$ cat src/rtl/assert_macros.svh
// Assertion helpers for the RTL.
`ifndef ASSERT_MACROS_SVH
`define ASSERT_MACROS_SVH

// Same-cycle implication, held off during reset.
`define NAFSM_ASSERT_IMP(label, clk, rst_n, cond, expr, msg) \
	label: assert property (@(posedge clk) disable iff (!rst_n) (cond) |-> (expr)) \
		else $error(msg);

// Next-cycle implication, held off during reset.
`define NAFSM_ASSERT_NEXT(label, clk, rst_n, cond, expr, msg) \
	label: assert property (@(posedge clk) disable iff (!rst_n) (cond) |=> (expr)) \
		else $error(msg);

`endif

$ cat src/rtl/nafsm_pkg.sv
package nafsm_pkg;

	localparam int NBR_DEFAULT = 16;

	localparam int SLOT_W = 4;
	localparam int OP_W   = 4;
	localparam int RID_W  = 32;
	localparam int CNT_W  = 5;
	localparam int SEQ_W  = 8;
	localparam int ROLE_W = 3;
	localparam int CFG_IDX_W = 2;

	localparam int IN_DATA_W  = 40;
	localparam int IN_USER_W  = 4;
	localparam int OUT_DATA_W = 32;

	typedef enum logic [2:0] {
		ST_DOWN     = 3'd0,
		ST_ATTEMPT  = 3'd1,
		ST_INIT     = 3'd2,
		ST_TWOWAY   = 3'd3,
		ST_EXSTART  = 3'd4,
		ST_EXCHANGE = 3'd5,
		ST_LOADING  = 3'd6,
		ST_FULL     = 3'd7
	} nbr_state_t;

	typedef enum logic [OP_W-1:0] {
		OP_HELLO      = 4'd0,
		OP_START      = 4'd1,
		OP_TWOWAY     = 4'd2,
		OP_NEGDONE    = 4'd3,
		OP_EXDONE     = 4'd4,
		OP_BADLSREQ   = 4'd5,
		OP_LOADDONE   = 4'd6,
		OP_ADJOK      = 4'd7,
		OP_SEQMIS     = 4'd8,
		OP_ONEWAY     = 4'd9,
		OP_KILL       = 4'd10,
		OP_INACTIVITY = 4'd11,
		OP_LINKDOWN   = 4'd12
	} nbr_op_t;

	typedef enum logic [CFG_IDX_W-1:0] {
		REG_ROLE = 2'd0,
		REG_DR   = 2'd1,
		REG_BDR  = 2'd2
	} cfg_reg_t;

	localparam logic [ROLE_W-1:0] ROLE_P2P        = 3'd3;
	localparam logic [ROLE_W-1:0] ROLE_OTHER      = 3'd4;
	localparam logic [ROLE_W-1:0] ROLE_BACKUP     = 3'd5;
	localparam logic [ROLE_W-1:0] ROLE_DESIGNATED = 3'd6;

	localparam logic [2:0] FLAGS_ALL = 3'b111;
	localparam logic [2:0] FLAG_INIT = 3'b100;
	localparam logic [2:0] FLAGS_NONE = 3'b000;
	localparam logic [SEQ_W-1:0] SEQ_EXSTART = 8'd112;
	localparam logic [CNT_W-1:0] CNT_MAX = 5'd31;

	typedef struct packed {
		nbr_state_t state;
		logic [2:0] flags;
	} nbr_entry_t;

	typedef struct packed {
		nbr_state_t       state;
		logic [2:0]       flags;
		logic [CNT_W-1:0] partial;
		logic [CNT_W-1:0] full;
		logic             change;
		logic             seq_hit;
	} move_t;

	typedef struct packed {
		logic             we;
		nbr_entry_t       entry;
		logic [CNT_W-1:0] partial;
		logic [CNT_W-1:0] full;
	} wb_t;

	typedef struct packed {
		nbr_state_t       prev_state;
		nbr_state_t       new_state;
		logic             neighbor_change;
		logic             restart_inactivity;
		logic             neighbor_removed;
		logic             unexpected_event;
		logic [CNT_W-1:0] partial_adjacencies;
		logic [CNT_W-1:0] full_adjacencies;
		logic [2:0]       dd_flags;
		logic [SEQ_W-1:0] dd_sequence;
	} result_t;

	function automatic logic [CNT_W-1:0] sat_inc(input logic [CNT_W-1:0] c);
		return (c == CNT_MAX) ? c : c + 5'd1;
	endfunction

	function automatic logic [CNT_W-1:0] sat_dec(input logic [CNT_W-1:0] c);
		return (c == '0) ? c : c - 5'd1;
	endfunction

	function automatic logic is_partial(input nbr_state_t s);
		return (s == ST_EXCHANGE) || (s == ST_LOADING);
	endfunction

	// One state move with its side effects on counts, flags and event bits.
	function automatic move_t apply_move(input move_t cur, input nbr_state_t target,
			input logic en);
		move_t m;
		m = cur;
		if (en && (target != cur.state)) begin
			m.state = target;
			if (is_partial(target))
				m.partial = sat_inc(m.partial);
			if (is_partial(cur.state))
				m.partial = sat_dec(m.partial);
			if (target == ST_FULL)
				m.full = sat_inc(m.full);
			if (cur.state == ST_FULL)
				m.full = sat_dec(m.full);
			if (target == ST_EXSTART) begin
				m.flags   = FLAGS_ALL;
				m.seq_hit = 1'b1;
			end
			if (target > ST_EXSTART)
				m.flags = m.flags & ~FLAG_INIT;
			if (((target == ST_TWOWAY) && (cur.state < ST_TWOWAY)) ||
					((target < ST_TWOWAY) && (cur.state >= ST_TWOWAY)))
				m.change = 1'b1;
		end
		return m;
	endfunction

endpackage

$ cat src/rtl/neighbor_adjacency_fsm_unit.sv
// Channel   Dir  Transaction contents (low bit first)
// s_axis    in   tdata: neighbor_slot[3:0], neighbor_router_id[35:4]; tuser: operation[3:0]
// m_axis    out  tdata: one result per event, see port comment
// cfg       in   cfg_index 0 interface_role, 1 dr_router_id, 2 bdr_router_id
//
// Events pass stage 1 and the output register; one event per cycle unless the output stalls.
// Stage 1 holds the event; the table read-modify-write and the result register load
// share the same edge, so the next event always sees the updated entry and counts.
// A stalled result holds in the output register; stage 1 keeps taking a new event
// whenever it is empty or moves on into the output register.
// Reset (arst_n low) clears all slots to Down with zero flags, both counts, cfg and valid bits.

`include "assert_macros.svh"

module neighbor_adjacency_fsm_unit import nafsm_pkg::*; #(
	parameter int NEIGHBORS = NBR_DEFAULT
) (
	input  logic                  clk,
	input  logic                  arst_n,
	input  logic                  cfg_we,
	input  logic [CFG_IDX_W-1:0]  cfg_index,
	input  logic [RID_W-1:0]      cfg_data,
	input  logic                  s_axis_tvalid,
	output logic                  s_axis_tready,
	// neighbor_slot[3:0], neighbor_router_id[35:4], zero pad [39:36]
	input  logic [IN_DATA_W-1:0]  s_axis_tdata,
	// operation[3:0]
	input  logic [IN_USER_W-1:0]  s_axis_tuser,
	output logic                  m_axis_tvalid,
	input  logic                  m_axis_tready,
	// prev_state[2:0], new_state[5:3], neighbor_change[6], restart_inactivity[7],
	// neighbor_removed[8], unexpected_event[9], partial_adjacencies[14:10],
	// full_adjacencies[19:15], dd_flags[22:20], dd_sequence[30:23], zero pad [31]
	output logic [OUT_DATA_W-1:0] m_axis_tdata
);

	localparam int IDX_W = (NEIGHBORS > 1) ? $clog2(NEIGHBORS) : 1;
	localparam logic [8:0] NBR_LIMIT = 9'(NEIGHBORS);

	// configuration registers
	logic [ROLE_W-1:0] role_q;
	logic [RID_W-1:0]  dr_q;
	logic [RID_W-1:0]  bdr_q;

	// stage 1: captured event
	logic              valid_s1;
	logic [SLOT_W-1:0] slot_s1;
	logic [OP_W-1:0]   op_s1;
	logic [RID_W-1:0]  rid_s1;

	// output register
	logic    out_valid_q;
	result_t out_q;

	logic             advance_s1;
	logic             slot_ok;
	logic [IDX_W-1:0] idx;
	nbr_entry_t       entry;
	logic [CNT_W-1:0] partial;
	logic [CNT_W-1:0] full;
	wb_t              wb;
	result_t          res;

	always_ff @(posedge clk or negedge arst_n) begin
		if (!arst_n) begin
			role_q <= '0;
			dr_q   <= '0;
			bdr_q  <= '0;
		end else if (cfg_we) begin
			unique case (cfg_index)
				REG_ROLE: role_q <= cfg_data[ROLE_W-1:0];
				REG_DR:   dr_q   <= cfg_data;
				REG_BDR:  bdr_q  <= cfg_data;
				default: ;  // drop writes beyond the register list
			endcase
		end
	end

	// Advance stage 1 when the output register is empty or being drained.
	assign advance_s1    = valid_s1 && (!out_valid_q || m_axis_tready);
	assign s_axis_tready = !valid_s1 || advance_s1;

	always_ff @(posedge clk or negedge arst_n) begin
		if (!arst_n) begin
			valid_s1 <= 1'b0;
		end else if (s_axis_tready) begin
			valid_s1 <= s_axis_tvalid;
		end
	end

	always_ff @(posedge clk) begin
		if (s_axis_tvalid && s_axis_tready) begin
			slot_s1 <= s_axis_tdata[SLOT_W-1:0];
			rid_s1  <= s_axis_tdata[SLOT_W+RID_W-1:SLOT_W];
			op_s1   <= s_axis_tuser[OP_W-1:0];
		end
	end

	// Slots past the table depth touch nothing.
	assign slot_ok = {5'd0, slot_s1} < NBR_LIMIT;
	assign idx     = slot_ok ? IDX_W'(slot_s1) : '0;

	nafsm_table #(
		.NEIGHBORS(NEIGHBORS)
	) u_table (
		.clk    (clk),
		.arst_n (arst_n),
		.idx    (idx),
		.wb     (wb),
		.entry  (entry),
		.partial(partial),
		.full   (full)
	);

	nafsm_eval u_eval (
		.fire   (advance_s1),
		.slot_ok(slot_ok),
		.op     (op_s1),
		.rid    (rid_s1),
		.role   (role_q),
		.dr_id  (dr_q),
		.bdr_id (bdr_q),
		.entry  (entry),
		.partial(partial),
		.full   (full),
		.wb     (wb),
		.res    (res)
	);

	always_ff @(posedge clk or negedge arst_n) begin
		if (!arst_n) begin
			out_valid_q <= 1'b0;
		end else if (advance_s1) begin
			out_valid_q <= 1'b1;
		end else if (m_axis_tready) begin
			out_valid_q <= 1'b0;
		end
	end

	always_ff @(posedge clk) begin
		if (advance_s1) begin
			out_q <= res;
		end
	end

	assign m_axis_tvalid = out_valid_q;
	assign m_axis_tdata  = {1'b0, out_q.dd_sequence, out_q.dd_flags, out_q.full_adjacencies,
		out_q.partial_adjacencies, out_q.unexpected_event, out_q.neighbor_removed,
		out_q.restart_inactivity, out_q.neighbor_change, out_q.new_state, out_q.prev_state};

	`NAFSM_ASSERT_IMP(a_wb_only_on_advance, clk, arst_n, wb.we, advance_s1,
		"table write without advance")
	`NAFSM_ASSERT_NEXT(a_counts_hold, clk, arst_n, !wb.we,
		$stable(partial) && $stable(full), "counts moved without a table write")
	`NAFSM_ASSERT_IMP(a_seq_on_exstart, clk, arst_n,
		m_axis_tvalid && (out_q.dd_sequence != 8'd0),
		(out_q.new_state == ST_EXSTART) && (out_q.prev_state != ST_EXSTART),
		"sequence without ExStart entry")
	`NAFSM_ASSERT_IMP(a_removed_down, clk, arst_n, m_axis_tvalid && out_q.neighbor_removed,
		(out_q.new_state == ST_DOWN) && (out_q.dd_flags == FLAGS_NONE),
		"removed slot not cleared")

endmodule

$ cat src/rtl/nafsm_table.sv
module nafsm_table import nafsm_pkg::*; #(
	parameter int NEIGHBORS = NBR_DEFAULT
) (
	input  logic                                        clk,
	input  logic                                        arst_n,
	input  logic [(NEIGHBORS > 1 ? $clog2(NEIGHBORS) : 1)-1:0] idx,
	input  wb_t                                         wb,
	output nbr_entry_t                                  entry,
	output logic [CNT_W-1:0]                            partial,
	output logic [CNT_W-1:0]                            full
);

	nbr_entry_t       entry_q [NEIGHBORS];
	logic [CNT_W-1:0] partial_q;
	logic [CNT_W-1:0] full_q;

	assign entry   = entry_q[idx];
	assign partial = partial_q;
	assign full    = full_q;

	always_ff @(posedge clk or negedge arst_n) begin
		if (!arst_n) begin
			for (int i = 0; i < NEIGHBORS; i++) begin
				entry_q[i] <= '{state: ST_DOWN, flags: FLAGS_NONE};
			end
			partial_q <= '0;
			full_q    <= '0;
		end else if (wb.we) begin
			entry_q[idx] <= wb.entry;
			partial_q    <= wb.partial;
			full_q       <= wb.full;
		end
	end

endmodule

$ cat src/rtl/nafsm_eval.sv
module nafsm_eval import nafsm_pkg::*; (
	input  logic              fire,
	input  logic              slot_ok,
	input  logic [OP_W-1:0]   op,
	input  logic [RID_W-1:0]  rid,
	input  logic [ROLE_W-1:0] role,
	input  logic [RID_W-1:0]  dr_id,
	input  logic [RID_W-1:0]  bdr_id,
	input  nbr_entry_t        entry,
	input  logic [CNT_W-1:0]  partial,
	input  logic [CNT_W-1:0]  full,
	output wb_t               wb,
	output result_t           res
);

	move_t      m0;
	move_t      ma;
	move_t      m1;
	nbr_state_t s;
	logic       adj_base;
	logic       restart;
	logic       removed;
	logic       unexpected;

	// Role test; the state part of the adjacency check is done per event.
	always_comb begin
		unique case (role)
			ROLE_P2P, ROLE_BACKUP, ROLE_DESIGNATED: adj_base = 1'b1;
			ROLE_OTHER: adj_base = (rid == dr_id) || (rid == bdr_id);
			default: adj_base = 1'b0;
		endcase
	end

	always_comb begin
		s          = entry.state;
		m0         = '{state: entry.state, flags: entry.flags, partial: partial, full: full,
			change: 1'b0, seq_hit: 1'b0};
		ma         = m0;
		m1         = m0;
		restart    = 1'b0;
		removed    = 1'b0;
		unexpected = 1'b0;
		unique case (op)
			OP_START: m1 = apply_move(m0, ST_ATTEMPT, 1'b1);
			OP_HELLO: begin
				m1      = apply_move(m0, ST_INIT, s < ST_INIT);
				restart = 1'b1;
			end
			OP_TWOWAY: begin
				// up to 2-Way first, then on to ExStart if adjacency is allowed
				ma = apply_move(m0, ST_TWOWAY, s < ST_TWOWAY);
				m1 = apply_move(ma, ST_EXSTART, (ma.state == ST_TWOWAY) && adj_base);
			end
			OP_NEGDONE: begin
				m1         = apply_move(m0, ST_EXCHANGE, s == ST_EXSTART);
				unexpected = (s != ST_EXSTART);
			end
			OP_EXDONE, OP_LOADDONE: m1 = apply_move(m0, ST_FULL, 1'b1);
			OP_ADJOK: begin
				if ((s == ST_TWOWAY) && adj_base)
					m1 = apply_move(m0, ST_EXSTART, 1'b1);
				else if ((s >= ST_EXSTART) && !adj_base)
					m1 = apply_move(m0, ST_TWOWAY, 1'b1);
			end
			OP_BADLSREQ, OP_SEQMIS: m1 = apply_move(m0, ST_EXSTART, s >= ST_EXCHANGE);
			OP_KILL, OP_INACTIVITY, OP_LINKDOWN: begin
				m1       = apply_move(m0, ST_DOWN, 1'b1);
				m1.flags = FLAGS_NONE;
				removed  = 1'b1;
			end
			OP_ONEWAY: m1 = apply_move(m0, ST_INIT, 1'b1);
			default: unexpected = 1'b1;
		endcase
	end

	always_comb begin
		wb.we          = fire && slot_ok;
		wb.entry.state = m1.state;
		wb.entry.flags = m1.flags;
		wb.partial     = m1.partial;
		wb.full        = m1.full;

		res.partial_adjacencies = slot_ok ? m1.partial : partial;
		res.full_adjacencies    = slot_ok ? m1.full : full;
		if (slot_ok) begin
			res.prev_state         = s;
			res.new_state          = m1.state;
			res.neighbor_change    = m1.change;
			res.restart_inactivity = restart;
			res.neighbor_removed   = removed;
			res.unexpected_event   = unexpected;
			res.dd_flags           = m1.flags;
			res.dd_sequence        = m1.seq_hit ? SEQ_EXSTART : '0;
		end else begin
			// slot outside the table: report nothing, counts as held
			res.prev_state         = ST_DOWN;
			res.new_state          = ST_DOWN;
			res.neighbor_change    = 1'b0;
			res.restart_inactivity = 1'b0;
			res.neighbor_removed   = 1'b0;
			res.unexpected_event   = 1'b0;
			res.dd_flags           = FLAGS_NONE;
			res.dd_sequence        = '0;
		end
	end

endmodule

$ cat config.mk
export PLATFORM = sky130hd
export DESIGN_NAME = neighbor_adjacency_fsm_unit
export DESIGN_NICKNAME = d
export VERILOG_FILES = /design/src/rtl/nafsm_pkg.sv /design/src/rtl/neighbor_adjacency_fsm_unit.sv /design/src/rtl/nafsm_table.sv /design/src/rtl/nafsm_eval.sv
export VERILOG_INCLUDE_DIRS = /design/src /design/src/rtl
export SDC_FILE = /design/constraint.sdc
export NUM_CORES = 1
export LEC_CHECK = 0
export ABC_AREA = 1
export BUFFER_PORTS_ARGS = -buffer_cell sky130_fd_sc_hd__buf_2
export CAP_MARGIN = 20
export CORE_MARGIN = 5
export CORE_UTILIZATION = 45
export DETAILED_ROUTE_END_ITERATION = 16
export MAX_ROUTING_LAYER = met4
export PLACE_DENSITY = 0.63
export REMOVE_ABC_BUFFERS = 1
export SYNTH_ARGS = -nofsm -noshare
export SYNTH_HDL_FRONTEND = slang
export SYNTH_SLANG_ARGS = --single-unit
$ cat constraint.sdc
create_clock -name clk -period 2.7 [get_ports clk]
set_input_delay 0.405 -clock clk [delete_from_list [all_inputs] [get_ports clk]]
set_output_delay 0.405 -clock clk [all_outputs]
set_load 0.02 [all_outputs]
[Word-level counts from Yosys, hierarchy flattened]
Index checks and enable logic that the tools add are counted.
W data, S select, Z words.
Cells by class
  reduce and logical (&&, ||, !) cells: 37
  $add $sub $neg: 8
  mux-type cells: 58
  $lt $le $gt $ge: 7
  bitwise logic cells: 1
  eq/ne operators: 39
Operators with widths (count)
  $pmux W18 S9: 1
  $bwmux W96: 1
  $mux W5: 18
  $mux W16: 5
  $mux W11: 7
  $eq A32 B32 Y1: 2
  $mux W18: 2
  $eq A3 B3 Y1 const B: 10
  $logic_not A5 Y1: 6
  $sub A5 B1 Y5 const B: 6
  $bmux W6 S4: 1
  $demux W6 S4: 1
  $mux W3: 7
  $eq A4 B4 Y1 const B: 5
  $mux W6: 3
  $eq A4 B3 Y1 const B: 4
  $ne A3 B3 Y1 const A: 4
  $reduce_or A12 Y1: 1
  $logic_and A1 B1 Y1: 11
  $add A5 B1 Y5 const B: 2
  $eq A5 B5 Y1 const B: 2
  $eq A3 B2 Y1 const B: 3
  $mux W1: 9
  $eq A4 B2 Y1 const B: 2
  other kinds (23): 37
Storage, ports and cells
  register bits: 246

[Depth between registers and ports, before layout]
Gate-level depths: netlist of run 1.
  depth in word-level cells: 15
  depth in mapped cells: 22
  mapped depth without buffers: 20

[Cells and area by module]
A second synthesis of run 1 with hierarchy kept.
Second synthesis, totals
  cells, all modules: 1699
  area, all modules: 13257.7 µm²
Modules (own cells, without submodules)
  neighbor_adjacency_fsm_unit: cells each 387, area an instance 5107.4 µm², sequential area each 3858.7 µm², times used 1
  nafsm_table: cells each 675, area an instance 4971.0 µm², sequential area each 2652.5 µm², times used 1
  nafsm_eval: cells each 637, area an instance 3179.3 µm², sequential area each 0.0 µm², times used 1

[Worst setup path after synthesis of run 1]
OpenSTA, ideal clock, no wires.
  path kind: register -> register
  from: register slot_s1[0] (netlist: idx[0])
  to: register out_q, in the netlist m_axis_tdata[19] (data pin)
  setup slack: 0.398 ns
  cell stages (with the launch flop): 21
  arrival: 2.047 ns
  path buffers: 2
  cells stage by stage: edfxtp_1 buf_6 inv_8 buf_6 nand2_1 nand2_1 nand2_1 nand2_1 nand2_1 nand2_2 inv_2 nand2_2 nand2_4 nor2_4 o21ai_1 nand2_1 nand2_1 nand3_1 nand2_1 nand3b_1 and2_1
RTL lines
  start, declared: line neighbor_adjacency_fsm_unit.sv:47  | logic [SLOT_W-1:0] slot_s1;
  start signal, assigned: line neighbor_adjacency_fsm_unit.sv:93  | slot_s1 <= s_axis_tdata[SLOT_W-1:0];
  end signal, assigned: line neighbor_adjacency_fsm_unit.sv:142  | out_q <= res;
  end, declared: line neighbor_adjacency_fsm_unit.sv:53  | result_t out_q;

[Worst setup path in the final report of run 1]
  from: register slot_s1[0] (netlist: idx[0])
  to: register u_table.entry_q[74] in the netlist's numbering
Between the ends
  word-level cells in the longest chain between the ends: 14
  elaborated cells on any way between the ends: 36
  classes of those cells: order compare (4); eq/ne (8); mux (16); bitwise (1); reduce/logical (7)
Ends and longest elaborated chain
  $not A4 Y5 (not written as such) *: line nafsm_table.sv:17, nafsm_table.sv:29
  $bmux W6 S4: line nafsm_table.sv:17  | assign entry = entry_q[idx];
  $mux W6 (not written as such) (2 in series): line nafsm_table.sv:17
  $lt A3 B2 Y1 / $ne A2 B3 Y1 (equally long branches)
  $logic_and A1 B1 Y1: line nafsm_pkg.sv:112  | if (en && (target != cur.state)) begin
  $mux W3: line nafsm_pkg.sv:112
  $mux W3: line nafsm_eval.sv:43  | unique case (op)
  $eq A3 B2 Y1: line nafsm_eval.sv:52  | m1 = apply_move(ma, ST_EXSTART, (ma.state == ST_TWOWAY) && adj_base);
  $logic_and A1 B1 Y1: line nafsm_eval.sv:52
  $logic_and A1 B1 Y1: line nafsm_pkg.sv:112
  $mux W16: line nafsm_pkg.sv:112
  $pmux W18 S9: line nafsm_eval.sv:43
  $bwmux W96 *: line nafsm_table.sv:29  | entry_q[idx] <= wb.entry;
  end signal, assigned by index: line nafsm_table.sv:24  | entry_q[i] <= '{state: ST_DOWN, flags: FLAGS_NONE};
  end signal, assigned by index: line nafsm_table.sv:29
  end, declared: line nafsm_table.sv:13  | nbr_entry_t entry_q [NEIGHBORS];
Mark *: on every way between the ends. The rest lies on a longest branch, timed or not. The select of a mux whose other input is x is not followed.
A chain may end at the register's enable or synchronous reset.

==> results of run 1 <==
-- state kept, by name, indices dropped and copies added, names as in the netlist --
signal / cells
rid_s1: 32
role_q: 3
valid_s1: 1
u_table.full: 5
dr_q: 32
op_s1: 4
m_axis_tvalid: 1
idx: 4
bdr_q: 32
u_table.entry_q: 96
u_table.partial: 5
m_axis_tdata: 24
-- placed cells by master, fill, tap and decap left out, types with 44 or more instances in the layout --
cell | Yosys | layout
buf_2 | 1 | 106
dfrtp_1 | 175 | 175
o21ai_0 | 137 | 132
buf_4 | 12 | 77
nand3_1 | 63 | 60
nand2_1 | 583 | 560
inv_1 | 181 | 180
xnor2_1 | 44 | 44
nor2_1 | 90 | 85
edfxtp_1 | 64 | 64
-- where the power goes --
group	switching (mW)	leakage (nW)	internal, mW
clock	1.50	0.462	2.28
sequential	0.442	2.86	4.56
combinational	2.16	4.25	1.34
total	4.09	7.57	8.18
-- per-layer routing --
| metal | part of all wire [%] | routed length, um |
|---|---|---|
| met4 | 2.7 | 887 |
| met5 | 0 | 0 |
| met1 | 45 | 14810 |
| met2 | 47 | 15500 |
| met3 | 4.5 | 1461 |
-- cells by family (layout without fill, tap and decap cells) --
logic type,count (synthesis),after routing
and+or+nand+nor,812,813
buffers and inverters,247,453
DFF,239,239
AOI/OAI and AO/OA,227,227
xor gates and xnor gates,53,53
adders and majority gates,7,7
other,1,6
muxes,1,1
-- what timing repair did --
| action | in CTS | in global routing |
|---|---|---|
| endpoints found under the setup margin | 0 | 98 |
| hold buffers | 1 | 1 |
| buffers inserted | 0 | 15 |
| gates resized for setup | 0 | 62 |
| hold endpoints to repair | 58 | 1 |
-- layout make-up --
class,count,share of cell area (%)
repair buffers,201,9.098
clock inverters,8,0.5117
repair inverters,1,0.05686
clock buffers,44,5.597
multi-input cells,1107,35.78
inverters,199,4.979
well taps,378,3.070
flip-flops and latches,239,40.91
-- per-stage QoR --
stage / utilization, % / worst slack, ns
after floorplan: - / -0.01010
after global placement: 50.64 / 0.1003
after detailed placement: 50.64 / 0.04503
after CTS: 54.07 / 0.03345
after global routing: 55.45 / -0.1107
final: 55.45 / 0.07130
-- how the worst max path moves through the flow --
stage / slack [ns] / depth (start not counted) / from / endpoint
final: 0.07 / 12 / idx[0] / u_table.entry_q[74]
after global routing: -0.11 / 19 / idx[0] / u_table.partial[3]
after CTS: 0.03 / 16 / idx[0] / m_axis_tdata[18]
after detailed placement: 0.05 / 16 / idx[0] / m_axis_tdata[18]
after global placement: 0.10 / 14 / idx[0] / m_axis_tdata[18]
after floorplan: -0.01 / 17 / idx[0] / m_axis_tdata[19]
==> flow_summary.toml, run 1 <==
[status]
status = "completed"

[synth]
synth_top_family_by_area = "simple AND/OR/NAND/NOR gates"
yosys.area.top_type = "dfrtp_1"
synth_fa_ha_area_share_pct = 0.6904
synth_ff_type = "dfrtp_1"
avgSynthCellArea_um2 = 7.994
ys_seq_area_share_pct = 49.67
synth_top_area_share_pct = 34.52
synth-compound-area-share_pct = 9.952
synth.area.mux_share_pct = 0.07890
async_flop_share_pct = 73.22
synthTopCellsByCount = "nand2_1 (583), inv_1 (181), dfrtp_1 (175), o21ai_0 (137), nor2_1 (90)"
netlist_area_um2 = 12690
yosysWarnings = 0
synth_cells = 1587
ys_top_cells_by_area = "dfrtp_1 (35%), nand2_1 (17%), edfxtp_1 (15%)"
yosysUniqueCellTypes = 48
synth_edf_count = 64
synth_simple_gate_area_share_pct = 27.51
ys_ff_latch = 239
synth_most_common_cell = "nand2_1"
synth-xor-area-share_pct = 3.659

[grt]
grt_pass1_wl_mm = 52.34
grt_usage_pct = 20.96
top_usage_layer = "met2"
grt_util_met2_pct = 33.59
first_global_vias = 10290
use_met1_pct = 28.27
met3_usage_pct = 2.429
grt_overflow = 0
antenna_found_initial = 0
grt_max_degree = 65

[placement]
place_inst = 2104
io_buffers = 106
hpwlAfterDp_mm = 23.41
routabilityCongestion = 0.9671
postPlaceCellArea_um2 = 14070

[layout]
fin_nets = 1867
area_delta_synth_final_pct = 21.42
multi_input_area_um2 = 5512
nFillCells = 2649
diodes = 0
stdcell_count = 2177
drive_gt1_share_pct = 19.79
finalInstanceArea_um2 = 15400
seq_area_um2 = 6301

[cts]
cts_max_level = 1
clkTransAtPathRegs_ns = 0.06
cts_buffers = 28
cts_tree = "done"
clock_latency_ns = 0.55
cts_root_buf = "clkbuf_16"
clkSinkCount = 239
cts_buffer_depth = 3

[sta]
period_needed_ns = 2.629
fmax_ghz = 0.3804
grt_setup_unrepaired = "yes"
worst_pin_slew_ns = 0.7367
hold_viol_final = 0
setup_tns_ns = 0
slew_viol_final = 0
hold_ws_ns = 0.02512
maxSlewHeadroom_pct = 50.83
setup_viol_count_final = 0
fin_crit_sh_pct = 97.36
skew_ns = 0.02092

[setup_path]
crit_type = "flip-flop to flip-flop"
cp_max_fo = 17
rr_startpoint = "idx[0]"
worstPathBufferInverterCount = 4
r2r_cells = 12
r2r-end = "u_table.entry_q[74]"
path_common_cell = "nand2_1"
cp_data_required_time_ns = 3.14
cp_slowest_cell = "or4_1"
r2r_slack_ns = 0.07
critPathCaptureType = "flip-flop"
critPathTopFamily = "simple AND/OR/NAND/NOR gates"
crit_chain = "buf_12 > nand2_4 > inv_2 > buf_4 > a22oi_1 > a21oi_1 > or4_1 > nand2_1 > nand4_4 > clkbuf_16 > nand2_2 > nand2_1"
worstPathArrival_ns = 3.07
start_kind = "flip-flop"
cp_slowest_stage_delay_ns = 0.59

[worst_hold_path]
hp-start = "s_axis_tdata[23]"
hold_end = "rid_s1[19]"
hold_path_depth = 1
hold_class = "primary input to flip-flop"

[floorplanning]
initial_core_util_pct = 45.66
die_area_um2 = 31650
ios = 117
die_h_um = 177.9
core_um2 = 27780
die_width_um = 177.9
fp-row-count = 61

[route]
firstDrtPassIters = 5
viasPerCell = 4.922
post-route-drc-count = 0
ant_nets = 0
drt-wirelength-per-cell_um = 15.00
vias = 10720
drt-initial-drc-count = 818
drt-total-wl_mm = 32.66

[pwr]
p_leak_nw = 7.568
power.total_mw = 12.28
ir_drop_uv = 498.3
powerDensity_nw_per_um2 = 797.0

[run]
maxCapViolCount = 0
(Power assumes the default switching activity.)
==> run 2: changes to the inputs <==
- PLACE_DENSITY: 0.63 -> 0.66
- SKIP_CTS_REPAIR_TIMING: unset -> 1
==> run 2 against run 1 <==
Effect of this change:
- die area unchanged
- clock power fell by 6.3%
- global-route usage rose by 0.30 points
- non-clock buffer count down 10
- count of clock-buffer cells in the layout fell by 7
- clock skew about the same
- hold slack better by 0.0079 ns
- via count decreased by 0.20%
- routed wire length grew 2.4%
- largest cell class unchanged
- fmax is 0.58% lower
- final area is 0.22% lower
- register-to-register slack lost 0.02 ns
==> flow_summary.toml, run 2 (synthesized netlist as in run 1, its figures left out) <==
[route]
post-route-drc-count = 0
vias = 10700
ant_nets = 0
drt-total-wl_mm = 33.44
drt-initial-drc-count = 1145
viasPerCell = 4.935
firstDrtPassIters = 5
drt-wirelength-per-cell_um = 15.43

[grt]
grt_pass1_wl_mm = 52.97
grt_usage_pct = 21.25
grt_max_degree = 65
antenna_found_initial = 0
grt_overflow = 0
first_global_vias = 10200

[placement]
io_buffers = 106
pre_cts_ws_ns = 0.06738
place_inst = 2087
hpwlAfterDp_mm = 23.16
routabilityCongestion = 0.9179

[layout]
layout_commonest_cell = "nand2_1"
fin_nets = 1857
largest_reg_flops = 96
drive_gt1_share_pct = 19.84
post-route-util_pct = 55.32
regMostFlops = "u_table.entry_q"
final_cell_mix = "nand2_1 (559), inv_1 (179), dfrtp_1 (175)"
stdcell_count = 2167
area_delta_synth_final_pct = 21.16
diodes = 0

[cts]
clkSinkCount = 239
clkTransAtPathRegs_ns = 0.06
cts_tree = "done"
cts_buffer_depth = 3
cts_root_buf = "clkbuf_16"
cts_max_level = 1
cts_buffers = 28
clock_latency_ns = 0.55

[sta]
period_needed_ns = 2.644
fin_crit_sh_pct = 97.93
maxSlewHeadroom_pct = 54.34
setup_viol_count_final = 0
slew_viol_final = 0
fmax_ghz = 0.3782
grt_setup_unrepaired = "yes"
timing.final.ws_setup_ns = 0.05586
skew_ns = 0.02115
worst_pin_slew_ns = 0.6841
hold_viol_final = 0

[floorplanning]
die_h_um = 177.9
core_um2 = 27780
die_width_um = 177.9
fp-row-count = 61
initial_core_util_pct = 45.66
die_area_um2 = 31650
ios = 117

[pwr]
internal_power_mw = 7.946
p_leak_nw = 7.534
ir_drop_uv = 475.6
p_comb_share_pct = 29.1
seq_power_share_pct = 41.6
switching_share_pct = 34.31
p_clk_share_pct = 29.3
p_switching_mw = 4.150
powerDensity_nw_per_um2 = 787.0

[setup_path]
critPathTopFamily = "simple AND/OR/NAND/NOR gates"
worstPathBufferInverterCount = 4
start_kind = "flip-flop"
crit_chain = "buf_12 > clkbuf_16 > nand2_1 > nand2_1 > nand2_1 > nand2_1 > nand2_2 > nand4_4 > nor2_4 > nand2_4 > nand2_4 > o21ai_4 > inv_2 > nand3_2 > nand2_2 > nand4_4 > clkbuf_16 > nand2_1 > nand2_1"
crit_type = "flip-flop to flip-flop"
cp_data_required_time_ns = 3.14
cp_slowest_stage_delay_ns = 0.46
path_common_cell = "nand2_1"
cp_slowest_cell = "edfxtp_1"
critPathCaptureType = "flip-flop"
cp_max_fo = 8
worstPathArrival_ns = 3.08

[status]
status = "completed"

[worst_hold_path]
hold_class = "primary input to flip-flop"

[run]
maxCapViolCount = 0
[run 2: cell types whose count changed in the layout (fill, tap and decap cells not counted), moves of 4 or more]
| cell | previous run | this run |
|---|---|---|
| buf_4 | 77 | 67 |
| clkbuf_8 | 8 | 1 |
| clkinv_2 | 3 | 7 |
| nand2_4 | 8 | 12 |
[run 2: metal layers]
layer  part of all wire [%]  routed length, um  global-route usage, %  vias up
met2                     48              16020                  34.69      270
li1                       -                  -                      -     5384
met3                    4.6               1540                  2.365       48
met4                    1.8                618                  4.254        0
met5                      0                  0                      -        -
met1                     46              15260                  29.08     4993
[run 2: per-stage QoR]
| stage | power [mW] | TNS [ns] | cell area (um^2) | hold slack, ns |
|---|---|---|---|---|
| floorplan | 7.210 | -0.01010 | 12390 | 0.1094 |
| global placement | 8.189 | 0 | 13940 | 0.3800 |
| detailed placement | 8.275 | 0 | 13940 | 0.3915 |
| CTS | 11.88 | 0 | 14810 | -0.1863 |
| global route | 12.86 | -2.646 | 15370 | 0.006614 |
| finish | 12.10 | 0 | 15370 | 0.03300 |
[run 2: worst paths after layout]
path	endpoint	startpoint	slack [ns]	depth (start not counted)
hold / removal	rid_s1[14]	s_axis_tdata[18]	0.03	1
max in group asynchronous	u_table.entry_q[90]	arst_n	1.56	3
hold reg to reg	u_table.entry_q[3]	u_table.entry_q[3]	0.48	2
setup reg to reg	u_table.entry_q[80]	idx[0]	0.06	19
setup / recovery	u_table.entry_q[80]	idx[0]	0.06	19
min in group asynchronous	dr_q[27]	arst_n	0.38	2
[run 2: final cells by class]
type | count | area [um^2]
inverter | 199 | 775.7
fill | 2622 | 12410
clock buffer | 37 | 744.5
tap | 378 | 473.0
clock inverter | 15 | 121.4
multi-input combinational | 1108 | 5580
sequential | 239 | 6301
timing repair buffer | 191 | 1374
[run 2: power groups by stage]
stage / logic [mW] / registers, mW / clock network [mW]
4_1_cts: 3.22 / 5.02 / 3.64
5_1_grt: 3.95 / 5.12 / 3.79
6_report: 3.52 / 5.03 / 3.54
3_3_place_gp: 3.13 / 5.06 / 0
2_1_floorplan: 2.12 / 5.09 / 0
3_5_place_dp: 3.20 / 5.07 / 0
==> run 3: changes to the inputs <==
- ABC_AREA: 1 -> unset
==> run 3 against run 2 <==
Effect of this change:
- the flow now finishes with violations (negative setup slack)
- clock power up 4%
- count of clock-buffer cells in the layout up 6
- clock skew up 0.0023 ns
- largest cell class unchanged
- highest routed layer unchanged
==> flow_summary.toml, run 3 <==
[cts]
clkTransAtPathRegs_ns = 0.06
clock_latency_ns = 0.55
cts_buffers = 26
cts_buffer_depth = 3
cts_max_level = 1
clkSinkCount = 239
cts_tree = "done"
cts_root_buf = "clkbuf_16"

[synth]
synth_most_common_cell = "dfrtp_1"
ys_top_cells_by_area = "dfrtp_1 (37%), edfxtp_1 (16%), mux2_2 (11%)"
synth_edf_count = 64
yosysWarnings = 0
avgSynthCellArea_um2 = 12.05
yosysUniqueCellTypes = 86
synth_ff_type = "dfrtp_1"
async_flop_share_pct = 73.22
synth_cells = 993
synthTopCellsByCount = "dfrtp_1 (175), mux2_2 (121), nor2_1 (90), xor2_1 (65), edfxtp_1 (64)"
yosys.area.top_type = "dfrtp_1"
ys_ff_latch = 239
netlist_area_um2 = 11960
synth_top_area_share_pct = 36.61
ys_seq_area_share_pct = 52.68

[route]
post-route-drc-count = 0
viasPerCell = 5.555
drt-initial-drc-count = 572
vias = 9121
drt-total-wl_mm = 32.22
firstDrtPassIters = 5
ant_nets = 0
drt-wirelength-per-cell_um = 19.62

[setup_path]
crit_type = "flip-flop to flip-flop"
critPathTopFamily = "simple AND/OR/NAND/NOR gates"
worstPathArrival_ns = 3.62
critPathCaptureType = "flip-flop"
start_kind = "flip-flop"
cp_max_fo = 17
cp_data_required_time_ns = 3.00
worstPathBufferInverterCount = 5
crit_chain = "buf_6 > clkbuf_16 > mux4_2 > mux2i_4 > nor2_4 > nor2_8 > inv_8 > a21boi_2 > a2bb2oi_2 > o221ai_2 > or4_4 > a32oi_4 > buf_12 > inv_2"
cp_slowest_cell = "mux4_2"
cp_slowest_stage_delay_ns = 0.52

[pwr]
internal_power_mw = 8.314
switching_share_pct = 30.18
powerDensity_nw_per_um2 = 744.5
p_comb_share_pct = 28.4
p_switching_mw = 3.593
ir_drop_uv = 591.9
p_leak_nw = 6.972
seq_power_share_pct = 40.7
p_clk_share_pct = 30.9

[grt]
grt_usage_pct = 20.59
first_global_vias = 9005
grt_overflow = 0
grt_max_degree = 53
antenna_found_initial = 7
grt_pass1_wl_mm = 49.08

[floorplanning]
fp-row-count = 59
die_h_um = 173.0
ios = 117
core_um2 = 26130
initial_core_util_pct = 45.77
die_width_um = 173.0
die_area_um2 = 29940

[placement]
postPlaceCellArea_um2 = 13890
io_buffers = 106
hpwlAfterDp_mm = 22.09
routabilityCongestion = 0.9543
pre_cts_ws_ns = -0.6439

[sta]
skew_ns = 0.02348
hold_viol_final = 0
setup_viol_count_final = 122
grt_setup_unrepaired = "yes"
setup_tns_ns = -42.89
slew_viol_final = 0
hold_ws_ns = 0.02709
period_needed_ns = 3.324
timing.final.ws_setup_ns = -0.6235
maxSlewHeadroom_pct = 59.45
fmax_ghz = 0.3009
fin_crit_sh_pct = 123.1
worst_pin_slew_ns = 0.6060

[run]
maxCapViolCount = 0

[layout]
layout_commonest_cell = "dfrtp_1"
area_delta_synth_final_pct = 33.70
regMostFlops = "u_table.entry_q"
fin_nets = 1368
final_cell_mix = "dfrtp_1 (175), buf_4 (158), buf_2 (105)"
drive_gt1_share_pct = 47.42
largest_reg_flops = 96
finalInstanceArea_um2 = 15990

[status]
violations = "negative setup slack"
status = "finished with violations"

[worst_hold_path]
hold_class = "primary input to flip-flop"
## run 3: layout make-up
cell class	instances	area, um^2
Timing Repair Buffer	308	2307
Clock buffer	43	838.3
Inverter	21	86.33
Multi-Input combinational cell	683	5946
Tap cell	335	419.2
Fill cell	2097	10140
Sequential cell	239	6301
Clock inverter	5	75.07
Antenna cell	8	20.02
## run 3: kinds of logic after synthesis
group,Yosys count,synth area share [%]
AOI/OAI and AO/OA,174,10.05
other,1,0.03135
xor gates and xnor gates,68,5.042
muxes,160,17.34
and+or+nand+nor,268,11.18
adders and majority gates,6,0.6276
DFF,239,52.68
buffers and inverters,77,3.044
## run 3: metrics by stage
step                utilization (%)  power, mW  instances
floorplan                         -      6.458        942
global placement              53.15      7.544       1539
detailed placement            53.15      7.624       1539
CTS                           56.64      11.33       1587
global route                  61.19      12.49       1641
finish                        61.20      11.91       1642
## run 3: metal layers
metal  vias up  track usage [%]  share of wire, %
li1       4223                -                 -
met1      4597            27.22                43
met2       245            33.06                50
met3        56            3.341               4.5
met4         0            6.186               2.4
met5         -                -                 0
## run 3: worst reg2reg max path, delay by kind of cell (launching register included)
family	cells	cell delay [ns]
AND/OR/NAND/NOR	3	0.73
multiplexers	2	0.72
AO/OA/AOI/OAI	4	0.65
buffers and inverters	5	0.54
flip-flops	1	0.42
## run 3: path summary, 6_finish.rpt
path                                             to  depth (start not counted)  slack (ns)             from
worst max-delay path                m_axis_tdata[3]                         14       -0.62           idx[1]
worst max register to register      m_axis_tdata[3]                         14       -0.62           idx[1]
worst min-delay path                      rid_s1[5]                          1        0.03  s_axis_tdata[9]
max in group asynchronous       u_table.entry_q[47]                          3        1.51           arst_n
worst min register to register        m_axis_tvalid                          1        0.48         valid_s1
min in group asynchronous        u_table.partial[1]                          2        0.40           arst_n
## run 3: power groups by stage
| stage | logic [mW] | clock network (mW) | registers, mW |
|---|---|---|---|
| finish | 3.38 | 3.68 | 4.85 |
| global placement | 2.68 | 0 | 4.86 |
| CTS | 2.75 | 3.75 | 4.83 |
| global route | 3.66 | 3.91 | 4.92 |
| floorplan | 1.60 | 0 | 4.86 |
| detailed placement | 2.74 | 0 | 4.88 |
